**src/rtl/grv_pkg.sv**
```systemverilog
package grv_pkg;

  localparam int unsigned LON_W_DEF  = 48;
  localparam int unsigned WIND_W_DEF = 16;
  localparam int unsigned LAT_W      = 32;
  localparam int unsigned TOL_W      = 20;
  localparam int unsigned SIDE_W     = 2;
  localparam int unsigned STATUS_W   = 3;
  localparam int unsigned CFG_IDX_W  = 1;
  localparam int unsigned CNT_W      = 3;

  // angles are 2^-32 turn per unit: half turn is bit 31, quarter turn is bit 30
  localparam int unsigned FRAC_W = 32;

  localparam int unsigned MID_DEPTH = 2;
  localparam int unsigned OUT_DEPTH = 4;

  localparam logic [CNT_W-1:0] VCOUNT_MIN = 3'd3;
  localparam logic [CNT_W-1:0] VCOUNT_SAT = 3'd4;

  localparam logic signed [LAT_W-1:0] LAT_MAX = 32'sh4000_0000;
  localparam logic signed [LAT_W-1:0] LAT_MIN = -32'sh4000_0000;

  typedef enum logic [1:0] {
    EDGE_NONE     = 2'd0,
    EDGE_AMBIG    = 2'd1,
    EDGE_NONCANON = 2'd2
  } edge_e;

  typedef enum logic [STATUS_W-1:0] {
    ST_NONE     = 3'd0,
    ST_TOO_FEW  = 3'd1,
    ST_NONCANON = 3'd2,
    ST_LATITUDE = 3'd3,
    ST_AMBIG    = 3'd4,
    ST_WINDING  = 3'd5
  } status_e;

  typedef enum logic [SIDE_W-1:0] {
    SIDE_UNSPEC  = 2'd0,
    SIDE_LEFT    = 2'd1,
    SIDE_RIGHT   = 2'd2,
    SIDE_INVALID = 2'd3
  } side_e;

  typedef enum logic [CFG_IDX_W-1:0] {
    CFG_HALF_TOL = 1'b0,
    CFG_WIND_TOL = 1'b1
  } cfg_reg_e;

  // ring outcome known at the front; decided=0 leaves it to the closing checks
  typedef struct packed {
    logic    decided;
    status_e status;
    logic    side_unspec;
  } grv_pre_t;

  function automatic status_e edge_status(edge_e e);
    status_e s;
    unique case (e)
      EDGE_AMBIG:    s = ST_AMBIG;
      EDGE_NONCANON: s = ST_NONCANON;
      default:       s = ST_NONE;
    endcase
    return s;
  endfunction

endpackage

```
**src/rtl/grv_queue.sv**
```systemverilog
module grv_queue
  import grv_pkg::*;
#(
  parameter int unsigned WIDTH = 8,
  parameter int unsigned DEPTH = 2
) (
  input  logic                       clk_i,
  input  logic                       rst_ni,
  input  logic                       push_i,
  input  logic [WIDTH-1:0]           wdata_i,
  input  logic                       pop_i,
  output logic [WIDTH-1:0]           rdata_o,
  output logic                       empty_o,
  output logic                       full_o,
  output logic [$clog2(DEPTH+1)-1:0] count_o
);

  localparam int unsigned PTR_W = (DEPTH > 1) ? $clog2(DEPTH) : 1;
  localparam int unsigned QC_W  = $clog2(DEPTH+1);
  localparam logic [PTR_W-1:0] LAST_PTR = PTR_W'(DEPTH - 1);
  localparam logic [QC_W-1:0]  FULL_CNT = QC_W'(DEPTH);

  logic [WIDTH-1:0] mem_q [DEPTH];
  logic [PTR_W-1:0] wr_ptr_q, wr_ptr_d, rd_ptr_q, rd_ptr_d;
  logic [QC_W-1:0]  cnt_q, cnt_d;
  logic             do_push, do_pop;

  assign empty_o = (cnt_q == '0);
  assign full_o  = (cnt_q == FULL_CNT);
  assign count_o = cnt_q;
  assign rdata_o = mem_q[rd_ptr_q];

  assign do_push = push_i && !full_o;
  assign do_pop  = pop_i && !empty_o;

  always_comb begin
    wr_ptr_d = wr_ptr_q;
    rd_ptr_d = rd_ptr_q;
    cnt_d    = cnt_q;
    if (do_push) begin
      wr_ptr_d = (wr_ptr_q == LAST_PTR) ? '0 : wr_ptr_q + PTR_W'(1);
    end
    if (do_pop) begin
      rd_ptr_d = (rd_ptr_q == LAST_PTR) ? '0 : rd_ptr_q + PTR_W'(1);
    end
    if (do_push && !do_pop) begin
      cnt_d = cnt_q + QC_W'(1);
    end else if (do_pop && !do_push) begin
      cnt_d = cnt_q - QC_W'(1);
    end
  end

  always_ff @(posedge clk_i or negedge rst_ni) begin
    if (!rst_ni) begin
      wr_ptr_q <= '0;
      rd_ptr_q <= '0;
      cnt_q    <= '0;
    end else begin
      wr_ptr_q <= wr_ptr_d;
      rd_ptr_q <= rd_ptr_d;
      cnt_q    <= cnt_d;
    end
  end

  always_ff @(posedge clk_i) begin
    if (do_push) begin
      mem_q[wr_ptr_q] <= wdata_i;
    end
  end

endmodule

```
**src/rtl/grv_edge_chk.sv**
```systemverilog
module grv_edge_chk
  import grv_pkg::*;
#(
  parameter int unsigned W = LON_W_DEF
) (
  input  logic signed [W-1:0] a_i,
  input  logic signed [W-1:0] b_i,
  input  logic [TOL_W-1:0]    tol_i,
  output edge_e               fault_o
);

  localparam logic [W:0] HALF = (W+1)'(1) << (FRAC_W - 1);

  logic signed [W:0] diff;
  logic [W:0]        mag, lo, hi;
  logic              ambig, beyond;

  assign diff = {a_i[W-1], a_i} - {b_i[W-1], b_i};
  assign mag  = diff[W] ? (W+1)'(-diff) : (W+1)'(diff);
  assign lo   = HALF - (W+1)'(tol_i);
  assign hi   = HALF + (W+1)'(tol_i);

  // ||d| - half| <= tol is the same as lo <= |d| <= hi
  assign ambig  = (mag >= lo) && (mag <= hi);
  assign beyond = (mag > HALF);

  always_comb begin
    priority if (ambig) begin
      fault_o = EDGE_AMBIG;
    end else if (beyond) begin
      fault_o = EDGE_NONCANON;
    end else begin
      fault_o = EDGE_NONE;
    end
  end

endmodule

```
**src/rtl/grv_front.sv**
```systemverilog
module grv_front
  import grv_pkg::*;
#(
  parameter int unsigned LW = LON_W_DEF
) (
  input  logic                    clk_i,
  input  logic                    rst_ni,
  input  logic                    accept_i,
  input  logic signed [LW-1:0]    lon_i,
  input  logic signed [LAT_W-1:0] lat_i,
  input  logic                    last_i,
  input  logic [SIDE_W-1:0]       side_i,
  input  logic [TOL_W-1:0]        half_tol_i,
  output logic                    rec_push_o,
  output grv_pre_t                pre_o,
  output logic signed [LW-1:0]    first_lon_o
);

  localparam logic signed [LW-1:0] HALF_S     = LW'(1) << (FRAC_W - 1);
  localparam logic signed [LW-1:0] NEG_HALF_S = -HALF_S;

  logic [CNT_W-1:0]        count_q, count_d;
  edge_e                   edge_fault_q, edge_fault_d, edge_cur;
  logic                    lat_fault_q, lat_fault_d;
  logic signed [LW-1:0]    first_lon_q, prev_lon_q, first_lon_eff;
  logic signed [LAT_W-1:0] first_lat_q, first_lat_eff;
  logic                    is_first, lat_bad, first_ok, repeat_close;

  grv_edge_chk #(.W(LW)) u_edge (
    .a_i     (lon_i),
    .b_i     (prev_lon_q),
    .tol_i   (half_tol_i),
    .fault_o (edge_cur)
  );

  assign is_first      = (count_q == '0);
  assign first_lon_eff = is_first ? lon_i : first_lon_q;
  assign first_lat_eff = is_first ? lat_i : first_lat_q;
  assign lat_bad       = (lat_i < LAT_MIN) || (lat_i > LAT_MAX);

  assign count_d     = (count_q == VCOUNT_SAT) ? count_q : count_q + CNT_W'(1);
  assign lat_fault_d = lat_fault_q | lat_bad;
  assign edge_fault_d = (!is_first && edge_fault_q == EDGE_NONE) ? edge_cur : edge_fault_q;

  assign first_ok = (first_lon_eff > NEG_HALF_S) && (first_lon_eff <= HALF_S);

  // closing vertex equals the first when the longitude differs by whole turns
  assign repeat_close = (count_d == VCOUNT_SAT) && (lat_i == first_lat_eff) &&
                        (lon_i[FRAC_W-1:0] == first_lon_eff[FRAC_W-1:0]);

  assign rec_push_o  = accept_i && last_i;
  assign first_lon_o = first_lon_eff;

  always_comb begin
    pre_o.decided     = 1'b1;
    pre_o.side_unspec = (side_i == SIDE_UNSPEC);
    priority if (count_d < VCOUNT_MIN) begin
      pre_o.status = ST_TOO_FEW;
    end else if (side_i == SIDE_INVALID) begin
      pre_o.status = ST_NONCANON;
    end else if (lat_fault_d) begin
      pre_o.status = ST_LATITUDE;
    end else if (!first_ok) begin
      pre_o.status = ST_NONCANON;
    end else if (repeat_close) begin
      pre_o.status = ST_NONCANON;
    end else if (edge_fault_d != EDGE_NONE) begin
      pre_o.status = edge_status(edge_fault_d);
    end else begin
      pre_o.decided = 1'b0;
      pre_o.status  = ST_NONE;
    end
  end

  always_ff @(posedge clk_i or negedge rst_ni) begin
    if (!rst_ni) begin
      count_q      <= '0;
      lat_fault_q  <= 1'b0;
      edge_fault_q <= EDGE_NONE;
    end else if (accept_i) begin
      if (last_i) begin
        count_q      <= '0;
        lat_fault_q  <= 1'b0;
        edge_fault_q <= EDGE_NONE;
      end else begin
        count_q      <= count_d;
        lat_fault_q  <= lat_fault_d;
        edge_fault_q <= edge_fault_d;
      end
    end
  end

  always_ff @(posedge clk_i) begin
    if (accept_i) begin
      prev_lon_q  <= lon_i;
      first_lon_q <= first_lon_eff;
      first_lat_q <= first_lat_eff;
    end
  end

endmodule

```
**src/rtl/grv_back.sv**
```systemverilog
module grv_back
  import grv_pkg::*;
#(
  parameter int unsigned LW = LON_W_DEF,
  parameter int unsigned WW = WIND_W_DEF
) (
  input  logic                 clk_i,
  input  logic                 rst_ni,
  input  logic                 rec_empty_i,
  input  grv_pre_t             rec_pre_i,
  input  logic signed [LW-1:0] rec_closing_i,
  input  logic signed [LW-1:0] rec_last_lon_i,
  input  logic signed [LW-1:0] rec_first_lon_i,
  input  logic signed [WW-1:0] rec_winding_i,
  input  logic [TOL_W-1:0]     half_tol_i,
  input  logic [TOL_W-1:0]     wind_tol_i,
  output logic                 rec_pop_o,
  input  logic                 pop_i,
  output logic                 empty_o,
  output logic [STATUS_W-1:0]  status_o
);

  localparam int unsigned SPAN_W = LW + 1;
  localparam int unsigned PROD_W = WW + FRAC_W;
  localparam int unsigned MW     = ((SPAN_W > PROD_W) ? SPAN_W : PROD_W) + 1;
  localparam int unsigned OC_W   = $clog2(OUT_DEPTH + 1);

  logic                    va_q;
  grv_pre_t                pre_a_q;
  edge_e                   edge_a_q, edge_close;
  logic signed [SPAN_W-1:0] span_a_q;
  logic signed [WW-1:0]    wind_a_q;

  logic signed [MW-1:0]    span_ext, wind_ext, mis, tol_s;
  logic                    mis_ok;
  status_e                 status_b;
  logic [OC_W-1:0]         out_cnt;
  logic [OC_W:0]           occupancy;

  grv_edge_chk #(.W(LW)) u_close_edge (
    .a_i     (rec_closing_i),
    .b_i     (rec_last_lon_i),
    .tol_i   (half_tol_i),
    .fault_o (edge_close)
  );

  // a ring is taken only when the result queue has room for it and the one in flight
  assign occupancy = (OC_W+1)'(out_cnt) + (OC_W+1)'(va_q);
  assign rec_pop_o = !rec_empty_i && (occupancy < (OC_W+1)'(OUT_DEPTH));

  always_ff @(posedge clk_i or negedge rst_ni) begin
    if (!rst_ni) begin
      va_q <= 1'b0;
    end else begin
      va_q <= rec_pop_o;
    end
  end

  always_ff @(posedge clk_i) begin
    if (rec_pop_o) begin
      pre_a_q  <= rec_pre_i;
      edge_a_q <= edge_close;
      span_a_q <= {rec_closing_i[LW-1], rec_closing_i} -
                  {rec_first_lon_i[LW-1], rec_first_lon_i};
      wind_a_q <= rec_winding_i;
    end
  end

  // |span - winding * full turn| <= tol, checked as two signed bounds
  assign span_ext = MW'(span_a_q);
  assign wind_ext = MW'(wind_a_q) <<< FRAC_W;
  assign mis      = span_ext - wind_ext;
  assign tol_s    = signed'(MW'(wind_tol_i));
  assign mis_ok   = (mis <= tol_s) && (mis >= -tol_s);

  always_comb begin
    priority if (pre_a_q.decided) begin
      status_b = pre_a_q.status;
    end else if (edge_a_q != EDGE_NONE) begin
      status_b = edge_status(edge_a_q);
    end else if (!mis_ok) begin
      status_b = ST_NONCANON;
    end else if (wind_a_q != '0 && pre_a_q.side_unspec) begin
      status_b = ST_WINDING;
    end else begin
      status_b = ST_NONE;
    end
  end

  grv_queue #(.WIDTH(STATUS_W), .DEPTH(OUT_DEPTH)) u_out_q (
    .clk_i   (clk_i),
    .rst_ni  (rst_ni),
    .push_i  (va_q),
    .wdata_i (status_b),
    .pop_i   (pop_i),
    .rdata_o (status_o),
    .empty_o (empty_o),
    .full_o  (),
    .count_o (out_cnt)
  );

endmodule

```
**src/rtl/geodetic_ring_validator.sv**
```systemverilog
// Ring vertex checker. One vertex is accepted per clock (push while full is low);
// vertices are checked as they stream in, and the vertex flagged is_last closes the
// ring and yields exactly one status through the ring queue, the closing-check
// register and the result queue; other vertices yield nothing. Rings queue
// between the vertex front end and the closing-check back end (two rings deep) and
// results queue four deep, so full rises only when both queues back up behind an
// unpopped result. Tolerance registers are written through the cfg port (always
// ready) and should only change while no ring is in progress.
module geodetic_ring_validator
  import grv_pkg::*;
#(
  parameter int unsigned LONGITUDE_WIDTH = LON_W_DEF,
  parameter int unsigned WINDING_WIDTH   = WIND_W_DEF
) (
  input  logic                              clk_i,
  input  logic                              rst_ni,
  input  logic                              push,
  output logic                              full,
  input  logic signed [LONGITUDE_WIDTH-1:0] vertex_longitude_i,
  input  logic signed [LAT_W-1:0]           vertex_latitude_i,
  input  logic                              is_last_i,
  input  logic signed [LONGITUDE_WIDTH-1:0] closing_longitude_i,
  input  logic signed [WINDING_WIDTH-1:0]   winding_turns_i,
  input  logic [SIDE_W-1:0]                 interior_side_i,
  output logic                              empty,
  input  logic                              pop,
  output logic [STATUS_W-1:0]               status_o,
  input  logic                              cfg_valid_i,
  output logic                              cfg_ready_o,
  input  logic [CFG_IDX_W-1:0]              cfg_index_i,
  input  logic [TOL_W-1:0]                  cfg_data_i
);

  localparam int unsigned LW    = LONGITUDE_WIDTH;
  localparam int unsigned WW    = WINDING_WIDTH;
  localparam int unsigned PRE_W = $bits(grv_pre_t);
  localparam int unsigned REC_W = PRE_W + 3 * LW + WW;

  logic [TOL_W-1:0]     half_tol_q, wind_tol_q;
  logic                 accept, rec_push, rec_pop, mid_empty, mid_full;
  grv_pre_t             front_pre, mid_pre;
  logic signed [LW-1:0] front_first, mid_closing, mid_last, mid_first;
  logic signed [WW-1:0] mid_wind;
  logic [REC_W-1:0]     mid_wdata, mid_rdata;

  assign cfg_ready_o = 1'b1;

  always_ff @(posedge clk_i or negedge rst_ni) begin
    if (!rst_ni) begin
      half_tol_q <= '0;
      wind_tol_q <= '0;
    end else if (cfg_valid_i) begin
      unique case (cfg_reg_e'(cfg_index_i))
        CFG_HALF_TOL: half_tol_q <= cfg_data_i;
        CFG_WIND_TOL: wind_tol_q <= cfg_data_i;
      endcase
    end
  end

  assign full   = mid_full;
  assign accept = push && !mid_full;

  grv_front #(.LW(LW)) u_front (
    .clk_i       (clk_i),
    .rst_ni      (rst_ni),
    .accept_i    (accept),
    .lon_i       (vertex_longitude_i),
    .lat_i       (vertex_latitude_i),
    .last_i      (is_last_i),
    .side_i      (interior_side_i),
    .half_tol_i  (half_tol_q),
    .rec_push_o  (rec_push),
    .pre_o       (front_pre),
    .first_lon_o (front_first)
  );

  assign mid_wdata = {front_pre, closing_longitude_i, vertex_longitude_i, front_first,
                      winding_turns_i};
  assign {mid_pre, mid_closing, mid_last, mid_first, mid_wind} = mid_rdata;

  grv_queue #(.WIDTH(REC_W), .DEPTH(MID_DEPTH)) u_mid_q (
    .clk_i   (clk_i),
    .rst_ni  (rst_ni),
    .push_i  (rec_push),
    .wdata_i (mid_wdata),
    .pop_i   (rec_pop),
    .rdata_o (mid_rdata),
    .empty_o (mid_empty),
    .full_o  (mid_full),
    .count_o ()
  );

  grv_back #(.LW(LW), .WW(WW)) u_back (
    .clk_i           (clk_i),
    .rst_ni          (rst_ni),
    .rec_empty_i     (mid_empty),
    .rec_pre_i       (mid_pre),
    .rec_closing_i   (mid_closing),
    .rec_last_lon_i  (mid_last),
    .rec_first_lon_i (mid_first),
    .rec_winding_i   (mid_wind),
    .half_tol_i      (half_tol_q),
    .wind_tol_i      (wind_tol_q),
    .rec_pop_o       (rec_pop),
    .pop_i           (pop),
    .empty_o         (empty),
    .status_o        (status_o)
  );

  a_pop_has_ring: assert property (@(posedge clk_i) disable iff (!rst_ni)
    rec_pop |-> !mid_empty)
    else $error("back end took a ring from an empty queue");

  a_push_only_last: assert property (@(posedge clk_i) disable iff (!rst_ni)
    rec_push |-> (accept && is_last_i))
    else $error("ring record pushed without an accepted last vertex");

  a_push_lands: assert property (@(posedge clk_i) disable iff (!rst_ni)
    rec_push |=> !mid_empty)
    else $error("pushed ring missing from queue");

endmodule
```
**config.mk**
```make
export PLATFORM = sky130hd
export DESIGN_NAME = geodetic_ring_validator
export DESIGN_NICKNAME = d
export VERILOG_FILES = /design/src/rtl/grv_pkg.sv /design/src/rtl/grv_queue.sv /design/src/rtl/grv_edge_chk.sv /design/src/rtl/grv_front.sv /design/src/rtl/grv_back.sv /design/src/rtl/geodetic_ring_validator.sv
export SDC_FILE = /design/constraint.sdc
export NUM_CORES = 1
export LEC_CHECK = 0
export BUFFER_PORTS_ARGS = -buffer_cell sky130_fd_sc_hd__buf_2
export CAP_MARGIN = 20
export CELL_PAD_IN_SITES_DETAIL_PLACEMENT = 0
export CELL_PAD_IN_SITES_GLOBAL_PLACEMENT = 2
export CORE_MARGIN = 1.5
export CORE_UTILIZATION = 40
export CTS_BUF_LIST = sky130_fd_sc_hd__clkbuf_16
export CTS_CLUSTER_DIAMETER = 200
export CTS_CLUSTER_SIZE = 30
export DETAILED_ROUTE_END_ITERATION = 10
export PLACE_DENSITY_LB_ADDON = 0.1
export REMOVE_ABC_BUFFERS = 1
export SLEW_MARGIN = 20
export SYNTH_ARGS = -nofsm -noshare
export SYNTH_HDL_FRONTEND = slang
export SYNTH_SLANG_ARGS = --single-unit
```
**constraint.sdc**
```tcl
create_clock -name clk_i -period 24.1 [get_ports clk_i]
set_clock_uncertainty 0.2 [all_clocks]
set_input_delay 4.82 -clock clk_i [delete_from_list [all_inputs] [get_ports clk_i]]
set_output_delay 4.82 -clock clk_i [all_outputs]
set_load 0.1 [all_outputs]
```
# After elaboration in Yosys (flattened, before gate mapping)
# Memory sizes are Yosys's and may differ from the RTL's.
# Cells that the tools add are included.
# W data, S select, Z words.
[totals]
romBits = 0
output_inout_bits = 6
elab_cells = 154
memories = 2
input_bits = 173
latch_bits = 0
regBits = 258
ram_bits = 342
[mem_list]
columns = ["memory", "depth", "word_bits", "rd", "rd_clocked_by_memory_dff", "write_ports", "line_no", "text"]
rows = [
  ["u_mid_q.mem_q", 2, 165, 1, 0, 1, "grv_queue.sv:23", "logic [WIDTH-1:0] mem_q [DEPTH];"],
  ["u_back.u_out_q.mem_q", 4, 3, 1, 0, 1, "grv_queue.sv:23", ""],
]
[classes]
magnitude_cmp = 14
mux = 42
addsub = 19
div_mod_pow = 0
eq_ne = 13
n_shift = 0
n_mul = 0
reduce_logical = 41
bitwise_logic = 2
[ops]
columns = ["op", "n"]
rows = [
  ["$sub A48 B48 Y49", 3],
  ["$ge A49 B49 Y1", 2],
  ["$gt A49 B32 Y1 const B", 2],
  ["$mux W49", 2],
  ["$neg A49 Y49", 2],
  ["$eq A32 B32 Y1", 2],
  ["$ge A50 B50 Y1", 1],
  ["$le A50 B21 Y1", 1],
  ["$neg A20 Y50", 1],
  ["$sub A49 B48 Y50", 1],
  ["$le A49 B33 Y1", 1],
  ["$le A49 B49 Y1", 1],
  ["$gt A48 B32 Y1 const B", 1],
  ["$le A48 B33 Y1 const B", 1],
  ["$mux W48", 1],
  ["$mux W3", 14],
  ["$add A32 B20 Y33 const A", 1],
  ["$sub A32 B20 Y33 const A", 1],
  ["$gt A32 B32 Y1 const B", 1],
  ["$lt A32 B31 Y1 const B", 1],
  ["$mux W32", 1],
  ["$logic_and A1 B1 Y1", 19],
  ["$mux W2", 9],
  ["$reduce_bool A16 Y1", 1],
  ["other kinds (21)", 61],
]

# Depth between registers and ports, before layout
# Gate-level depths: netlist of the first run.
[depth]
word_depth = 15
mapped_depth = 35
depth_no_buf = 30

# Cells and area by module
# Synthesis of the first run repeated with hierarchy kept, for this count alone.
[unflattened]
cells_unflattened = 4343
area_unflattened_um2 = 43191.4
[modules_own_cells]
columns = ["mod", "area_each_um2", "instances", "cells_each", "seq_area_each_um2"]
rows = [
  ["grv_queue at u_mid_q", 12146.6, 1, 532, 10009.6],
  ["grv_back", 7913.8, 1, 893, 2187.1],
  ["grv_edge_chk at u_back.u_close_edge", 7155.6, 1, 1107, 0.0],
  ["grv_edge_chk at u_front.u_edge", 6909.1, 1, 1051, 0.0],
  ["grv_front", 6552.5, 1, 619, 3993.8],
  ["geodetic_ring_validator", 1617.8, 1, 89, 1001.0],
  ["grv_queue at u_back.u_out_q", 895.9, 1, 52, 535.5],
]

# Worst setup path after synthesis of the first run
# OpenSTA, ideal clock, no wires.
[synth_timing]
path_kind = "in2reg"
startpoint = "input port push"
endpoint = "memory u_mid_q.mem_q[0][0] (netlist name) (enable)"
cell_stages = 4
arrival_time_ns = 14.088
path_buffers = 0
path_slack_ns = 9.121
setup_time_ns = 0.691
required_time_ns = 23.209
path_cell_list = "nand2_1 -> clkinv_1 -> nand2_1 -> nor2_1"
[synth_via]
elab_chain_cells = 5
[synth_lines]
columns = ["element", "line_no", "text"]
rows = [
  ["start, declared", "geodetic_ring_validator.sv:17", "input logic push,"],
  ["$logic_and A1 B1 Y1", "geodetic_ring_validator.sv:61", "assign accept = push && !mid_full;"],
  ["via accept", "geodetic_ring_validator.sv:40", "logic accept, rec_push, rec_pop, mid_empty, mid_full;"],
  ["$logic_and A1 B1 Y1", "grv_front.sv:51", "assign rec_push_o = accept_i && last_i;"],
  ["$logic_and A1 B1 Y1", "grv_queue.sv:33", "assign do_push = push_i && !full_o;"],
  ["$mux W1", "grv_queue.sv:66", "if (do_push) begin"],
  ["$mux W1 (not written as such)", "grv_queue.sv:67", "mem_q[wr_ptr_q] <= wdata_i;"],
  ["end, declared", "grv_queue.sv:23", ""],
]
# The timed path passes the listed nets, and every way through them passes these cells.

==> run metrics, run 1 <==
status finished clean; count of hold-fix buffers inserted at cts 0; Reg2Reg Depth 29; Crit. Startpoint vertex_longitude_i[0]; core box area 102,000 µm²; worst-margin pin slew roughly 1.1 ns; DR iter-0 viols 2,369; initial antenna violation count 5; Fin. Hold Viols 0; number of synthesized flops with an enable pin approximately 540; Hold Path Stages 1; fmax between 0.09 and 0.1 GHz; R2R Path End u_back.edge_a_q[0]$_SDFFCE_PP1P_; total grt overflow 0; R2R setup slack approximately 15 ns; Hold Crit Class reg2reg; Die X between 300 and 400 µm; Clock transition at path regs about 0.14 ns; most frequent cells in the layout edfxtp_1 (542), ha_1 (345), inv_1 (292), nand2_1 (266), nor2_1 (264); placed cell area between 40,000 and 50,000 µm²; Rel. slew slack 27.1%; Die Footprint 105,000 µm²; Final min period 11.11 ns; MaxCap Viol Count 0; first-pass GRT wire length 195,000 µm; Layout Nets 4,660; TritonRoute pass-1 iters 5; post-CTS setup buffers 0; crit path kind in2reg; Longest Clk Path Bufs 3; area grow syn2layout 7.25%; largest net degree at the start of global routing 71; DRT Wirelength approximately 130,000 µm; crit-path max FO 37; Critical Path AT approximately 11 ns; GRT Total Usage about 25%; Detailed Place HPWL 106,000 µm; required time at the worst-slack endpoint 24.31 ns; I/O Buffers about 180; CTS tree yes; vias around 32,000; fin area 44,200 µm²; Antenna Nets Post-Route 0; reg-to-reg critical path startpoint u_mid_q.rd_ptr_q$_DFFE_PN0P_; latest clock arrival within the worst-skew pair approximately 0.65 ns; Avg Cell Area, Syn approximately 10 µm²; Cells after Synth between 4,000 and 5,000; P_leak around 18 nW; ys flop type edfxtp_1; area occupied by registers approximately 18,000 µm²; vias in the first global route 29,800; peak supply drop about 0.000063 V; warnings from Yosys 0; drt via density around 5.8; CTS H-tree lvls 1; library cells used by synthesis roughly 120; total power divided by cell area around 140 nW/µm²; multi-input logic area roughly 22,000 µm²; max-slew violation count 0; num ports between 150 and 200; slowest CP cell or4_1; Async SR Flop Fraction about a tenth; drc violations 0; row count 117; RSZ-0062 raised after global routing false; layout cell share with drive strength beyond 1 10.0%; post-synthesis cell area 41,200 µm²; CP endpoint kind flop; CTS resizes 0; max incr delay on CP ~0.55 ns; min-delay src u_mid_q.count_o[1]$_DFFE_PN0P_; Die Span Y around 320 µm; most common cell after layout, fill and taps aside edfxtp_1; routability cong. 0.894; Clock Sinks 600; sequential share of the synthesized area between 40% and 50%; setup TNS 0 ns; Num CTS Buffers 23; initial core utilization between 40% and 50%; fill count 10,000; final period utilization 46.1%; clock tree root buffer cell clkbuf_16; final hold slack between 0.3 and 0.4 ns; Yosys reg bits 600; worst-case hold path end point u_mid_q.count_o[1]$_DFFE_PN0P_; final setup fails 0; drt wl/cell 24.1 µm; startpoint types input port; Pwr Total 6.34 mW
[area by class of cell]
type / count / share of cell area, %
multi-input combinational: 3026 / 49.6
sequential: 600 / 40.1
tap: 1368 / 3.87
timing repair buffer: 210 / 2.57
inverter: 276 / 2.36
clock buffer: 23 / 1.30
clock inverter: 19 / 0.173
antenna: 2 / 0.0113
[cell usage after synthesis, drive strengths merged (87+ instances only)]
library cell / instances / area share, %
inv: 274 / 2.5
a21o: 139 / 2.6
edfxtp: 542 / 39
ha: 345 / 10
nand2: 266 / 2.4
a21oi: 220 / 2.7
o21ai: 218 / 2.7
xnor2: 143 / 3.0
nand4: 93 / 1.4
nor2: 266 / 2.4
nand3: 87 / 1.1
nor3: 92 / 1.2
mux2i: 148 / 3.6
mux2: 93 / 2.6
[metrics by stage]
step,cells,util [%],worst slack (ns)
after floorplan,3902,-,9.12
after global placement,5480,42.7,12.44
after detailed placement,5480,42.7,12.38
after CTS,5522,43.4,13.07
after global routing,5523,43.4,12.58
final,5524,43.4,12.99
[state kept, by name, indices dropped and copies added, names as in the netlist]
register,flops
u_front.prev_lon_q,48
u_back.u_out_q.rd_ptr_q,2
u_back.span_a_q,49
wind_tol_q,20
u_mid_q.rd_ptr_q,1
u_front.first_lon_q,48
u_mid_q.mem_q,330
u_back.edge_a_q,2
u_mid_q.count_o,2
u_mid_q.wr_ptr_q,1
u_back.u_out_q.mem_q,12
u_front.edge_fault_q,2
u_back.wind_a_q,16
half_tol_q,20
u_front.first_lat_q,32
u_front.lat_fault_q,1
u_front.count_q,3
u_back.u_out_q.wr_ptr_q,2
u_back.pre_a_q,5
u_back.u_out_q.count_o,3
u_back.va_q,1
[routing by layer]
layer | GRT usage [%] | wire (µm)
met3 | 2.35 | 6610
met4 | 3.71 | 1740
met2 | 39.6 | 60000
met1 | 37.4 | 64600
met5 | 0 | 0
[cells by family (layout without fill, tap and decap cells)]
logic type | Yosys count | in the layout | share of synthesized area [%]
flops | 600 | 600 | 43.0
buf+inv | 396 | 528 | 3.93
fa+ha+maj | 350 | 350 | 10.7
mux | 244 | 244 | 6.31
simple gates | 1193 | 1193 | 14.9
other cells | 1 | 3 | 0.00910
compound gates | 1039 | 1039 | 16.9
xor+xnor | 199 | 199 | 4.23
[worst max-delay path: cells and delay by family]
family          cells  cell delay (ns)
buf+inv             3             0.47
compound gates     18             3.46
fa+ha+maj           3             1.01
simple gates        6             1.55
[report_power, final]
part,internal [mW],switching [mW]
sequential,1.53,0.135
combinational,1.52,2.64
clock,0.178,0.334
total,3.23,3.11
[worst max path at each step]
stage / cells past startpoint / to
after floorplan: 4 / u_mid_q.mem_q[0][0]$_DFFE_PP_
after global placement: 30 / u_mid_q.mem_q[0][164]$_DFFE_PP_
after detailed placement: 30 / u_mid_q.mem_q[0][164]$_DFFE_PP_
after CTS: 30 / u_mid_q.mem_q[1][164]$_DFFE_PP_
after global routing: 30 / u_mid_q.mem_q[1][164]$_DFFE_PP_
final: 30 / u_mid_q.mem_q[1][164]$_DFFE_PP_
No activity file was read; power rests on OpenSTA's default activity.
==> inputs of run 2 (changes only) <==
--- a/config.mk
+++ b/config.mk
@@ -5,12 +5,13 @@
 export SDC_FILE = /design/constraint.sdc
 export NUM_CORES = 1
 export LEC_CHECK = 0
+export ABC_AREA = 1
 export BUFFER_PORTS_ARGS = -buffer_cell sky130_fd_sc_hd__buf_2
 export CAP_MARGIN = 20
 export CELL_PAD_IN_SITES_DETAIL_PLACEMENT = 0
 export CELL_PAD_IN_SITES_GLOBAL_PLACEMENT = 2
 export CORE_MARGIN = 1.5
-export CORE_UTILIZATION = 40
+export CORE_UTILIZATION = 34
 export CTS_BUF_LIST = sky130_fd_sc_hd__clkbuf_16
 export CTS_CLUSTER_DIAMETER = 200
 export CTS_CLUSTER_SIZE = 30
==> constraint.sdc (replaced) <==
create_clock -name clk_i -period 9.2 [get_ports clk_i]
set_clock_uncertainty 0.2 [all_clocks]
set_input_delay 1.84 -clock clk_i [delete_from_list [all_inputs] [get_ports clk_i]]
set_output_delay 1.84 -clock clk_i [all_outputs]
set_load 0.1 [all_outputs]
==> run metrics, run 2 <==
status finished clean; n_diodes 0 (-2); count of hold-fix buffers inserted at cts 0 (unchanged); total grt overflow 0 (unchanged); first-pass GRT wire length 248,000 µm (+27%); Fin. Hold Viols 0 (unchanged); Synth top area share 37.0% (-2.5 points); required time at the worst-slack endpoint 9.45 ns (-14.86 ns); clock tree root buffer cell clkbuf_16; slack of the critical path 1.90 ns (-11.09 ns); DRT Wirelength 172,000 µm (+29%); worst-margin pin slew 1.06 ns (-0.0139 ns); ys flop type edfxtp_1; most frequent cells in the layout nand2_1 (1,610), inv_1 (850), nor2_1 (543), edfxtp_1 (542), ha_1 (345); largest registers u_mid_q.mem_q x330, u_back.span_a_q x49; startpoint types flop; CP endpoint kind flop; CTS resizes 0 (unchanged); final hold slack 0.320 ns (+0.0179 ns); num ports 179 (unchanged); Rel. slew slack 28.3% (+1.1 points); max incr delay on CP 0.74 ns (+0.19 ns); DR iter-0 viols 3,368 (+42%); crit-path max FO 32 (-14%); GRT Total Usage 25.6% (+0.67 points); Clock Sinks 600 (unchanged); TritonRoute pass-1 iters 6 (+1); most used cell, CP nand2_1; routability cong. 0.914 (+2.2%); Die X 363 µm (+12%); post-CTS setup buffers 0 (unchanged); Avg Cell Area, Syn 7.78 µm² (-24%); MaxCap Viol Count 0 (unchanged); pre-CTS setup slack 1.40 ns (-10.98 ns); warnings from Yosys 0 (unchanged); largest net degree at the start of global routing 97 (+37%); max FFs per register 330 (unchanged); max-slew violation count 0 (unchanged); CTS H-tree lvls 1 (unchanged); crit path kind reg2reg; Synth area leaders edfxtp_1 (37%), nand2_1 (14%), ha_1 (9.8%); core box area 128,000 µm² (+26%); fmax roughly 0.14 GHz; Yosys reg bits 600 (unchanged); Critical Path AT 7.56 ns (-3.76 ns); post-synthesis cell area 44,000 µm² (+6.8%); largest area contributor in the synthesized netlist edfxtp_1; drt via density 5.09 (-12%); sequential share of the synthesized area 40.3% (-2.7 points); drt wl/cell 22.7 µm (-5.8%); library cells used by synthesis 70 (-41%); largest reg by FF count u_mid_q.mem_q; RSZ-0062 raised after global routing false; slowest CP cell dfrtp_4; Antenna Nets Post-Route 0 (unchanged); most common cell after layout, fill and taps aside nand2_1; setup TNS 0 ns (unchanged); Longest Clk Path Bufs 3 (unchanged); R2R setup slack 1.90 ns (-12.64 ns); Layout Nets 6,349 (+36%); Die Span Y 363 µm (+12%); final period utilization between 70% and 80%; most frequent cell after synthesis nand2_1; number of synthesized flops with an enable pin 542 (unchanged); final core occ 37.4% (-6.0 points); Clock transition at path regs 0.14 ns (about the same); initial core utilization 34.4% (-6.1 points); drc violations 0 (unchanged); Final min period 7.30 ns; Commonest cells post-synth nand2_1 (1,611), inv_1 (835), nor2_1 (546); vias 38,500 (+21%); layout cell share with drive strength beyond 1 6.84% (-3.2 points); Die Footprint 132,000 µm² (+25%); Cells after Synth 5,656 (+41%); initial antenna violation count 3 (-2); row count 131 (+12%); Detailed Place HPWL 144,000 µm (+36%); Hold Crit Class reg2reg; I/O Buffers 177 (unchanged); latest clock arrival within the worst-skew pair 0.71 ns (+0.06 ns); area grow syn2layout 8.66%; Async SR Flop Fraction 9.67% (unchanged); CTS tree yes; Num CTS Buffers 24 (+4.3%); vias in the first global route 36,200 (+21%); final setup fails 0 (unchanged)
## run 2: cell count changes in the layout (fill, tap and decap cells not counted), sizes merged, moves of 106 or more
cell   before   now
a21o      139    10
nand3      87   321
nand2     266  1655
nor2      266   582
xnor2     143    37
inv       294   877
## run 2: layout make-up
type,count,area [µm²]
clock buffer,24,601
clock inverter,20,124
fill,13700,80200
inverter,862,3250
multi-input combinational,4122,22700
sequential,600,17700
tap,1729,2160
timing repair buffer,216,1210
## run 2: kinds of logic (layout without fill, tap and decap cells)
family | Yosys count | in the layout | synth area share (%)
AOI/OAI and AO/OA | 699 | 699 | 9.00
xor gates and xnor gates | 160 | 160 | 3.25
adders and majority gates | 350 | 350 | 10.0
buffers and inverters | 934 | 1122 | 8.12
DFF | 600 | 600 | 40.3
muxes | 96 | 96 | 2.18
other | 1 | 1 | 0.00852
and+or+nand+nor | 2816 | 2816 | 27.1
## run 2: worst paths after layout
check	to	cells past startpoint	start
hold reg to reg	u_back.wind_a_q[9]$_DFFE_PP_	2	u_mid_q.mem_q[0][9]$_DFFE_PP_
setup reg to reg	u_back.edge_a_q[0]$_SDFFCE_PP1P_	32	u_mid_q.rd_ptr_q$_DFFE_PN0P_
max in group asynchronous	u_mid_q.rd_ptr_q$_DFFE_PN0P_	1	rst_ni
hold / removal	u_back.wind_a_q[9]$_DFFE_PP_	2	u_mid_q.mem_q[0][9]$_DFFE_PP_
setup / recovery	u_back.edge_a_q[0]$_SDFFCE_PP1P_	32	u_mid_q.rd_ptr_q$_DFFE_PN0P_
min in group asynchronous	u_mid_q.rd_ptr_q$_DFFE_PN0P_	1	rst_ni
## run 2: critical path, delay by kind of cell (launching register included)
kind                       cells  cell delay [ns]
muxes                          1             0.15
xor gates and xnor gates       1             0.47
DFF                            1             0.74
buffers and inverters          6             1.37
AOI/OAI and AO/OA              6             1.45
adders and majority gates      2             0.86
and+or+nand+nor               16             1.70
## run 2: per-stage QoR
stage	cell area, µm²	cells
finish	47800	7573
global route	47800	7573
CTS	47800	7573
detailed placement	47100	7529
global placement	47100	7528
floorplan	43700	5584
## run 2: per-layer routing
layer	vias up	GRT usage [%]	routed length [µm]
met3	107	1.43	6970
met4	0	4.22	3170
met2	907	39.4	73900
met1	18400	39.6	87600
met5	-	0	0
li1	19100	-	-
Power of run 2 is left out: the tool's default activity adds up to more than one toggle a clock period on the data nets, which glitch-free logic cannot reach.
